**src/rtl/pitr_pkg.sv**
```systemverilog
// Shared widths, register indexes and stage payload type for the PI throttle regulator.
// No dependencies; imported by every rtl module and by the checker.
package pitr_pkg;

    localparam int SPEED_W = 16;              // Q8.8 speed and throttle
    localparam int GAIN_W  = 16;              // Q8.8 gains
    localparam int FRAC_W  = 8;               // fraction bits dropped after each product
    localparam int ERR_W   = SPEED_W + 1;     // signed speed error
    localparam int PPROD_W = GAIN_W + 1 + ERR_W;
    localparam int PTERM_W = GAIN_W + ERR_W - FRAC_W;   // significant bits after shift
    localparam int SUM_W   = 32;              // integral accumulator
    localparam int IPROD_W = GAIN_W + 1 + SUM_W;
    localparam int ITERM_W = IPROD_W - FRAC_W;
    localparam int CMD_W   = ITERM_W + 1;

    localparam int CFG_IDX_W  = 2;
    localparam int CFG_DATA_W = 16;

    localparam logic [CFG_IDX_W-1:0] CFG_GAIN_P   = 2'd0;
    localparam logic [CFG_IDX_W-1:0] CFG_GAIN_I   = 2'd1;
    localparam logic [CFG_IDX_W-1:0] CFG_THR_MAX  = 2'd2;

    localparam logic [GAIN_W-1:0]  GAIN_P_RST  = 16'd2077;   // ~8.113
    localparam logic [GAIN_W-1:0]  GAIN_I_RST  = 16'd128;    // 0.5
    localparam logic [SPEED_W-1:0] THR_MAX_RST = 16'd11520;  // 45.0

    // Payload from the error/proportional stage to the integral/clamp stage
    typedef struct packed {
        logic                      going_on;
        logic signed [ERR_W-1:0]   err;
        logic signed [PTERM_W-1:0] pterm;
    } pitr_stage_t;

endpackage

```
**src/rtl/pitr_front.sv**
```systemverilog
// Input stage: speed error and proportional term, registered.
// Depends on pitr_pkg.
module pitr_front (
    input  logic                        aclk,
    input  logic                        aresetn,
    input  logic [pitr_pkg::GAIN_W-1:0]  gain_p,
    input  logic                        in_valid,
    output logic                        in_ready,
    input  logic                        in_going_on,
    input  logic [pitr_pkg::SPEED_W-1:0] in_target,
    input  logic [pitr_pkg::SPEED_W-1:0] in_measured,
    output logic                        st_valid,
    input  logic                        st_ready,
    output pitr_pkg::pitr_stage_t       st_data
);
    import pitr_pkg::*;

    logic                      st_valid_reg;
    pitr_stage_t               st_data_reg;
    logic signed [ERR_W-1:0]   err;
    logic signed [PPROD_W-1:0] pprod;

    assign err   = $signed({1'b0, in_target}) - $signed({1'b0, in_measured});
    assign pprod = $signed({1'b0, gain_p}) * err;

    assign in_ready = !st_valid_reg || st_ready;
    assign st_valid = st_valid_reg;
    assign st_data  = st_data_reg;

    always_ff @(posedge aclk) begin
        if (!aresetn) begin
            st_valid_reg <= 1'b0;
        end else if (in_valid && in_ready) begin
            st_valid_reg <= 1'b1;
        end else if (st_ready) begin
            st_valid_reg <= 1'b0;
        end
    end

    // payload: no reset needed
    always_ff @(posedge aclk) begin
        if (in_valid && in_ready) begin
            st_data_reg.going_on <= in_going_on;
            st_data_reg.err      <= err;
            // arithmetic shift by 8 = floor
            st_data_reg.pterm    <= pprod[FRAC_W+PTERM_W-1:FRAC_W];
        end
    end

endmodule

```
**config.mk**
```make
export PLATFORM = sky130hd
export DESIGN_NAME = pitr_front
export DESIGN_NICKNAME = d
export VERILOG_FILES = /design/src/rtl/pitr_pkg.sv /design/src/rtl/pitr_front.sv
export SDC_FILE = /design/constraint.sdc
export NUM_CORES = 1
export LEC_CHECK = 0
export BUFFER_PORTS_ARGS = -buffer_cell sky130_fd_sc_hd__buf_2
export CORE_MARGIN = 2
export CORE_UTILIZATION = 35
export DETAILED_ROUTE_END_ITERATION = 16
export PLACE_DENSITY = 0.63
export SYNTH_ARGS = -nofsm -noshare
export SYNTH_HDL_FRONTEND = slang
export SYNTH_SLANG_ARGS = --single-unit
```
**constraint.sdc**
```tcl
create_clock -name aclk -period 10.45 [get_ports aclk]
set_input_delay 1.045 -clock aclk [delete_from_list [all_inputs] [get_ports aclk]]
set_output_delay 1.045 -clock aclk [all_outputs]
set_load 0.01 [all_outputs]
```
==> results.md <==
- The run finished with clean final reports.
- The arrival time of the worst setup path is slightly below 9000 ps.
- After synthesis the cells add up to about 11000 um^2.
- For the finished layout, the period the worst path requires is approximately 8600 ps.
- The cell count after synthesis is approximately 1300.
- Setup repair after global routing left no endpoint under its margin.
- STA classifies the critical path startpoint as an input port.
- The number of global-route vias before repair is around 9400.
- The least setup slack across all paths after layout is ~1800 ps.
- The hold path depth is 2.
- The placer's final routability congestion estimate is 0.894.
- The register-to-register setup slack is 8980 ps.
- The total of hold buffers inserted after clock tree synthesis is 0.
- After clock tree synthesis, the clock-pin slew on the worst setup and hold paths is around 80 ps.
- The final layout contains roughly 1700 nets.
- The floorplan has 66 rows.
- The die is around 190 um wide.
- The count of nets left with antenna violations once routing finished came out at 0.
- The hold path startpoint is st_valid.
- The later pin in the worst-skew pair is clocked with a latency of 320 ps.
- The number of input and output port buffers inserted is 97.
- Max-cap violations in this run came to 0.
- The final non-filler cell total is 1775.
- The first TritonRoute pass finished after 5 iterations.
- In the final routed layout, each cell accounts on average for approximately 18 um.
- In this run the count of I/O pins placed on the die edge is approximately 100.
- The count of placed standard cells including taps is roughly 1800.
- Sorting the synthesized cells by area gives the leading types as fa_1, ha_1, edfxtp_1.
- The type of destination of the critical path is a register.
- The first global-routing pass estimated just over 50000 um of wire.
- Once the clock tree was built, the setup fixing pass inserted 0 buffers.
- The post-cts sizing count is 0.
- The number of flip-flops in the largest register is 43.
- Entering global routing, the biggest net connects 44 pins.
- The half-perimeter wire length after placement is about 24000 um.
- The total congestion overflow is 0.
- The biggest fanout along the worst timing path is 11.
- The endpoint identified for the worst register-to-register timing path is st_data[14].
- Counting instances in the post-synthesis netlist gives the leading cell types as inv_1, fa_1, nand2_1, ha_1, and2_1.
- inv_1 is the most common cell in the netlist.
- The initial core utilization is 0.354.
- The final routed DRC violation total is 0.
- The length in cells of the worst reg-to-reg path is 3.
- For this block, the initial DRC count from the detailed router was 418.
- The number of register bits inferred by synthesis is 44.
- The number of hold violations in the final report is 0.
- The worst endpoint required time is about 10000 ps.
- The fraction of final layout cells with drive strength greater than 1 is 0.106.
- OpenSTA, run right after detailed placement, puts the worst setup slack at roughly 1500 ps.
- The initial antenna violation count is 0.
- The core region is between 30000 and 40000 um^2.
- The detailed-route wire length is 31100 um.
- The number of library cell types mapped by synthesis is between 50 and 60.
- The number of enable-type register cells in the synthesized netlist is 43.
- The sequential-to-total area share from yosys stat is 0.114.
- Summed over all instances, the cell type with the most area after synthesis is fa_1.
- The longest clock path from root to sink contains 2 buffers.
- From synthesis to final layout, the design area changed by 10.2%.
- The total negative slack is 0 ps.
- The startpoint of the most critical register-to-register path is st_valid.
- For this run, asynchronously set or reset flops after synthesis account for 0.
- The min-delay analysis places its worst path in the category reg2reg.
- The highest clock frequency the design can meet is between 0.1 and 0.15 GHz.
- The worst hold path terminates at st_valid.
- In this run the vertical extent of the chip is 185 um.
- The synthesized net count is 1652.
- The share of synthesized area in the top cell type comes to 0.364.
- The buffer type at the clock tree root is clkbuf_16.
- The most used flip-flop cell after synthesis is edfxtp_1.
- The combined global-route utilization of all metal layers is 0.195.
- The detailed-route via count is approximately 8700.
- The critical path class is in2reg.
- In the finished design, the share of the clock period the worst path needs comes to 0.826.
- The Yosys step of the flow raised 0 warnings.
- The number of clock sinks is 44.
- Each instance of the synthesized netlist takes up on average between 9 and 10 um^2.
- The post-detailed-route via-to-cell ratio is ~4.9.
- Setup violations remaining at the end of the flow were counted as 0.
- The clock tree skew after final layout is 8.84 ps.
- The slew at the pin with the worst max-slew slack is 1220 ps.
- Measured against its own limit, the worst slew margin works out to 0.187.
- The number of clock buffers added by TritonCTS is 5.
- The level count of the clock H-tree is 2.
- The clock tree from TritonCTS is built.
- The floorplan step defined a die boundary enclosing approximately 34000 um^2.
- The max-slew violation total from the final report was 0.
-- metrics by stage --
stage | area (um^2) | utilization | hold slack, ps
final | 12700 | 0.390 | 556
after global routing | 12700 | 0.390 | 636
after CTS | 12700 | 0.390 | 588
after detailed placement | 12500 | 0.385 | 575
after global placement | 12500 | 0.385 | 500
after floorplan | 11500 | - | 610
-- how the worst max path moves through the flow --
stage          depth (start not counted)          from           to
3_3_place_gp                          28  in_target[0]  st_data[18]
5_1_grt                               28  in_target[0]  st_data[18]
2_1_floorplan                         31  in_target[0]  st_data[17]
4_1_cts                               28  in_target[0]  st_data[18]
3_5_place_dp                          28  in_target[0]  st_data[18]
6_report                              28  in_target[0]  st_data[20]
-- cell usage in the layout (no fill, tap or decap), drive strengths merged, types with 2 or more instances in the layout --
master	n
inv	295
fa	209
nand2	147
ha	136
buf	111
and2	99
edfxtp	43
a21oi	38
nor2	34
o21ai	32
xnor2	20
nor2b	17
nand3	16
a21o	16
o21a	15
xor2	14
and3	13
nor3	9
or2	8
o21bai	5
nand4	5
clkbuf	5
o211ai	4
a211oi	4
a31oi	4
nand2b	3
a211o	3
nor4	3
a21boi	3
o31ai	3
o2111ai	2
nor4b	2
-- per-layer routing --
layer	wire, um	GRT usage	part of all wire
met4	621	0.0454	0.020
met3	1930	0.0409	0.062
met1	13300	0.251	0.43
met5	0	0	0
met2	15200	0.334	0.49
-- worst max-delay path, cell delays in order --
cell       delay (ps)
buf_2             100
inv_1              80
ha_1              160
inv_1              50
fa_1              430
a211oi_1          360
o21bai_1          120
a21oi_1           180
xnor2_1           500
and2_1            260
fa_1              410
inv_1              70
fa_1              430
fa_1              500
fa_1              540
inv_1              50
fa_1              470
inv_1              50
fa_1              470
inv_1              50
ha_1              360
a21oi_1           220
nand2_1            90
a211oi_1          650
nand2_1           200
a41o_1            360
a2111oi_0         390
a311oi_1           90
-- area by class of cell --
cell class                 instances  area (um^2)
fill                            3253        19800
multi-input combinational        876         8930
clock buffer                       5          125
clock inverter                     3         50.0
timing repair buffer             111          591
inverter                         293         1100
sequential                        44         1310
tap                              442          553
antenna                            1         2.50
-- logic make-up after synthesis --
kind of cell,after synthesis,share of synthesized area
buffers and inverters,334,0.110
adder cells (fa/ha/maj),345,0.512
AO/OA/AOI/OAI,139,0.0814
XOR/XNOR,34,0.0266
flip-flops,44,0.114
AND/OR/NAND/NOR,358,0.156
Power is left out: the tool's default activity adds up to more than one toggle a clock period on the data nets, which glitch-free logic cannot reach.
