[config.mk]
export PLATFORM = sky130hd
export DESIGN_NAME = pitr_integ
export DESIGN_NICKNAME = d
export VERILOG_FILES = /design/src/rtl/pitr_pkg.sv /design/src/rtl/pitr_integ.sv
export SDC_FILE = /design/constraint.sdc
export NUM_CORES = 2
export LEC_CHECK = 0
export BUFFER_PORTS_ARGS = -buffer_cell sky130_fd_sc_hd__buf_2
export CORE_ASPECT_RATIO = 1.5
export CORE_MARGIN = 4
export CORE_UTILIZATION = 40
export DETAILED_ROUTE_END_ITERATION = 7
export GPL_TIMING_DRIVEN = 0
export PLACE_DENSITY = 0.7
export SLEW_MARGIN = 20
export SYNTH_ARGS = -nofsm -noshare
export SYNTH_HDL_FRONTEND = slang
export SYNTH_SLANG_ARGS = --single-unit
export TNS_END_PERCENT = 10
[constraint.sdc]
create_clock -name aclk -period 18 [get_ports aclk]
set_clock_uncertainty 0.2 [all_clocks]
set_input_delay 3.6 -clock aclk [delete_from_list [all_inputs] [get_ports aclk]]
set_output_delay 3.6 -clock aclk [all_outputs]
set_load 0.02 [all_outputs]
[src/rtl/pitr_pkg.sv]
// Shared widths, register indexes and stage payload type for the PI throttle regulator.
// No dependencies; imported by every rtl module and by the checker.
package pitr_pkg;

    localparam int SPEED_W = 16;              // Q8.8 speed and throttle
    localparam int GAIN_W  = 16;              // Q8.8 gains
    localparam int FRAC_W  = 8;               // fraction bits dropped after each product
    localparam int ERR_W   = SPEED_W + 1;     // signed speed error
    localparam int PPROD_W = GAIN_W + 1 + ERR_W;
    localparam int PTERM_W = GAIN_W + ERR_W - FRAC_W;   // significant bits after shift
    localparam int SUM_W   = 32;              // integral accumulator
    localparam int IPROD_W = GAIN_W + 1 + SUM_W;
    localparam int ITERM_W = IPROD_W - FRAC_W;
    localparam int CMD_W   = ITERM_W + 1;

    localparam int CFG_IDX_W  = 2;
    localparam int CFG_DATA_W = 16;

    localparam logic [CFG_IDX_W-1:0] CFG_GAIN_P   = 2'd0;
    localparam logic [CFG_IDX_W-1:0] CFG_GAIN_I   = 2'd1;
    localparam logic [CFG_IDX_W-1:0] CFG_THR_MAX  = 2'd2;

    localparam logic [GAIN_W-1:0]  GAIN_P_RST  = 16'd2077;   // ~8.113
    localparam logic [GAIN_W-1:0]  GAIN_I_RST  = 16'd128;    // 0.5
    localparam logic [SPEED_W-1:0] THR_MAX_RST = 16'd11520;  // 45.0

    // Payload from the error/proportional stage to the integral/clamp stage
    typedef struct packed {
        logic                      going_on;
        logic signed [ERR_W-1:0]   err;
        logic signed [PTERM_W-1:0] pterm;
    } pitr_stage_t;

endpackage

[src/rtl/pitr_integ.sv]
// Output stage: anti-windup integral update, integral term, clamp, result register.
// Depends on pitr_pkg.
module pitr_integ (
    input  logic                         aclk,
    input  logic                         aresetn,
    input  logic [pitr_pkg::GAIN_W-1:0]  gain_i,
    input  logic [pitr_pkg::SPEED_W-1:0] thr_max,
    input  logic                         st_valid,
    output logic                         st_ready,
    input  pitr_pkg::pitr_stage_t        st_data,
    output logic                         out_valid,
    input  logic                         out_ready,
    output logic [pitr_pkg::SPEED_W-1:0] out_throttle,
    output logic                         out_saturated
);
    import pitr_pkg::*;

    logic signed [SUM_W-1:0]   sum_reg;
    logic                      last_sat_reg;
    logic                      out_valid_reg;
    logic [SPEED_W-1:0]        throttle_reg;
    logic                      sat_reg;

    logic signed [SUM_W-1:0]   sum_base;
    logic                      hold;
    logic signed [SUM_W:0]     sum_ext;
    logic signed [SUM_W-1:0]   sum_clip;
    logic signed [SUM_W-1:0]   sum_next;
    logic signed [IPROD_W-1:0] iprod;
    logic signed [ITERM_W-1:0] iterm;
    logic signed [CMD_W-1:0]   cmd;
    logic signed [CMD_W-1:0]   thr_max_ext;
    logic                      sat_next;
    logic [SPEED_W-1:0]        throttle_next;
    logic                      load;

    assign load     = st_valid && st_ready;
    assign st_ready = !out_valid_reg || out_ready;

    // going on clears the sum and forces the hold
    assign sum_base = st_data.going_on ? '0 : sum_reg;
    assign hold     = st_data.going_on || last_sat_reg;
    assign sum_ext  = {sum_base[SUM_W-1], sum_base}
                    + {{(SUM_W+1-ERR_W){st_data.err[ERR_W-1]}}, st_data.err};

    always_comb begin
        if (sum_ext[SUM_W] != sum_ext[SUM_W-1]) begin
            sum_clip = sum_ext[SUM_W] ? {1'b1, {(SUM_W-1){1'b0}}}
                                      : {1'b0, {(SUM_W-1){1'b1}}};
        end else begin
            sum_clip = sum_ext[SUM_W-1:0];
        end
    end

    assign sum_next    = hold ? sum_base : sum_clip;
    assign iprod       = $signed({1'b0, gain_i}) * sum_next;
    assign iterm       = iprod[IPROD_W-1:FRAC_W];
    assign cmd         = {{(CMD_W-PTERM_W){st_data.pterm[PTERM_W-1]}}, st_data.pterm}
                       + {iterm[ITERM_W-1], iterm};
    assign thr_max_ext = $signed({{(CMD_W-SPEED_W){1'b0}}, thr_max});

    always_comb begin
        if (cmd > thr_max_ext) begin
            throttle_next = thr_max;
            sat_next      = 1'b1;
        end else if (cmd[CMD_W-1]) begin
            throttle_next = '0;
            sat_next      = 1'b1;
        end else begin
            throttle_next = cmd[SPEED_W-1:0];
            sat_next      = 1'b0;
        end
    end

    always_ff @(posedge aclk) begin
        if (!aresetn) begin
            sum_reg       <= '0;
            last_sat_reg  <= 1'b1;
            out_valid_reg <= 1'b0;
        end else begin
            if (load) begin
                sum_reg      <= sum_next;
                last_sat_reg <= sat_next;
            end
            if (load) begin
                out_valid_reg <= 1'b1;
            end else if (out_ready) begin
                out_valid_reg <= 1'b0;
            end
        end
    end

    always_ff @(posedge aclk) begin
        if (load) begin
            throttle_reg <= throttle_next;
            sat_reg      <= sat_next;
        end
    end

    assign out_valid     = out_valid_reg;
    assign out_throttle  = throttle_reg;
    assign out_saturated = sat_reg;

endmodule

==> run summary <==
status: finished clean
LEAKAGE: 14.1 nW
global-route wire length before repair: 135 mm
CP Launch Type: input port
GP Congestion: 0.969
Netlist Area Pre-Place: 25500 um2
share of the yosys chip area belonging to registers: 4.68%
antenna-violating nets left: 0
Worst EP arrival: 17.50 ns
Worst slew margin: 32.7%
Post-Syn Area per Cell: 8.23 um2
post-DP HPWL: 72.6 mm
Crit Path Category: input port to flip-flop
max incr delay on CP: 0.54 ns
DRC viols: 0
Post-synth EDFFs: 17
area delta synth->final: 11.1%
Fin. Hold Viols: 0
router iterations before antenna repair: 8
design area: 28300 um2
Final nets: 4009
GRT Util Overall: 25.8%
TritonCTS buffer count: 5
drt via density: 5.58
I/O pin cnt: 98
DR WL met2: 44.0 mm
DR WL met3: 5.99 mm
worst slew pin tran: 1.01 ns
Crit path top cell by count: fa_1
Synth warnings: 0
crit path launch: st_data[42]
CTS root buffer: clkbuf_16
final worst-path cycle share: 98.0%
fmax: 56.7 MHz
maximum buffer depth of the clock tree: 2
final critical-path required period: 17.64 ns
asr flop ratio synth: 0%
wire per inst: 21.6 um
initial antenna violation count: 12
RR Endpoint: out_throttle[7]
clock sink count: 51
CP max-delay cell: or4b_1
Primary FF master, synth: dfxtp_1
final WL: 87.6 mm
RR Startpoint: sum_reg[0]
Worst VDD drop: 0.0330 mV
DR top layer: met5
max cap viols: 0
fin. max-slew vios: 0
Die X: 214 um
max FFs per register: 32
vias in the first global route: 24000
Synth Instances: 3094
syn_nets: 3864
Yosys reg bits: 51
M1 WL: 28.4 mm
TNS Setup: 0 ns
Die Y: 317 um
area post-placement: 27000 um2
Core Util, Final: 44.8%
count of different cell masters after synthesis: 82
pin count of the biggest net entering global routing: 27
CTS Hold Bufs: 0
starting density of the core: 40.3%
die area: 67800 um2
Initial DRC Count: 1361
CP required: 17.87 ns
most common cell in the netlist: inv_1
Post-synth top cells: 647 x inv_1, 488 x fa_1, 452 x nand2_1, 203 x ha_1, 184 x and2_1
CTS tree: done
Port-buffer cells: 95
worst setup path end: out_throttle[7]
Synth top area share: 38.4%
standard-cell rows: 113
grt total ovfl: 0
H-tree lvl count: 2
setup violators final: 0
Area contributors post-synth: fa_1 38%, ha_1 10%, inv_1 9.5%
clock slew seen by the registers of the worst setup and hold paths: 0.08 ns
HP Class: flip-flop to flip-flop
Core Area: 63200 um2
worst r2r path cells: 51
layout cells sized above 1: 10.1%
CP Capture Type: flip-flop
reg2reg setup slack: 3.78 ns
top cell type by total area after synthesis: fa_1
worst skew pair latency: 0.33 ns
PD cells: 17.7 nW/um2
worst-path fanout max: 10
vias: 22600
through the flow:
| step | power, mW | cells | setup slack (ns) | hold slack (ns) |
|---|---|---|---|---|
| detailed placement | 0.373 | 3995 | -4.29 | 0.256 |
| finish | 0.501 | 4053 | 0.364 | 0.274 |
| floorplan | 0.283 | 3094 | 0.577 | 0.239 |
| CTS | 0.488 | 4020 | 0.00262 | 0.274 |
| global placement | 0.372 | 3994 | -4.45 | 0.246 |
| global route | 0.525 | 4051 | -0.0875 | 0.298 |
critical path: cells and delay by family:
family / cells / cell delay [ns]
AND/OR/NAND/NOR: 11 / 2.59
buffers and inverters: 12 / 1.79
adder cells (fa/ha/maj): 11 / 4.61
AO/OA/AOI/OAI: 17 / 4.09
XOR/XNOR: 2 / 0.61
multiplexers: 1 / 0.17
report_power, final:
| part | leakage, nW | internal, mW | switching, mW |
|---|---|---|---|
| combinational | 13.6 | 0.0882 | 0.181 |
| sequential | 0.442 | 0.122 | 0.00149 |
| clock | 0.0664 | 0.0518 | 0.0558 |
cells in the final DEF, fill, tap and decap left out, types with 6 or more instances in the layout:
cell type	n
edfxtp_1	17
a22oi_1	6
clkbuf_1	84
clkbuf_4	13
inv_1	646
nand2b_1	16
or3_1	12
o21a_1	20
buf_4	60
a21oi_1	98
dfxtp_1	34
ha_1	195
o211ai_1	18
a22o_1	8
a21o_1	50
o21ai_0	63
diode_2	8
mux2i_1	19
nor3_1	32
a21oi_2	10
o21bai_1	14
a31oi_1	25
xor2_1	25
nand4_1	23
nor2b_1	44
buf_6	8
nand2_1	447
fa_1	487
buf_2	108
and4_1	12
xnor2_1	61
nor2_1	83
and2_1	184
and3_1	37
o21ai_4	7
nand3_1	46
a211oi_1	25
per-layer routing:
metal / vias to the layer above / track usage (%)
met5: - / 0
met4: 8 / 21.0
met3: 412 / 4.11
met2: 968 / 46.6
met1: 11200 / 26.3
li1: 10000 / -
layout make-up:
cell class,instances,area [um2]
timing repair buffer,146,875
fill,6159,34900
multi-input combinational,2251,21900
buffer,136,712
tap,805,1010
clock inverter,3,18.8
inverter,648,2440
sequential,51,1190
antenna,8,20.0
clock buffer,5,125
repair_timing:
item / in CTS / in global routing
resized for setup: 140 / 72
pin swaps: 20 / 34
buffers inserted: 23 / 27
setup endpoints to repair: 18 / 18
worst min-delay path by stage:
stage,from,to,slack (ns),cells after the start
finish,sum_reg[31],sum_reg[31],0.27,1
CTS,sum_reg[31],sum_reg[31],0.27,1
global route,sum_reg[31],sum_reg[31],0.30,1
floorplan,sum_reg[12],sum_reg[12],0.24,2
global placement,sum_reg[31],sum_reg[31],0.25,1
detailed placement,sum_reg[31],sum_reg[31],0.26,1
cell families after synthesis:
| kind of cell | count (synthesis) | synth area share, % |
|---|---|---|
| AOI/OAI and AO/OA | 467 | 12.4 |
| DFF | 51 | 4.68 |
| and+or+nand+nor | 976 | 18.5 |
| adders and majority gates | 695 | 48.5 |
| buffers and inverters | 792 | 11.9 |
| xor gates and xnor gates | 93 | 3.20 |
| muxes | 20 | 0.786 |
(Power assumes the default switching activity.)
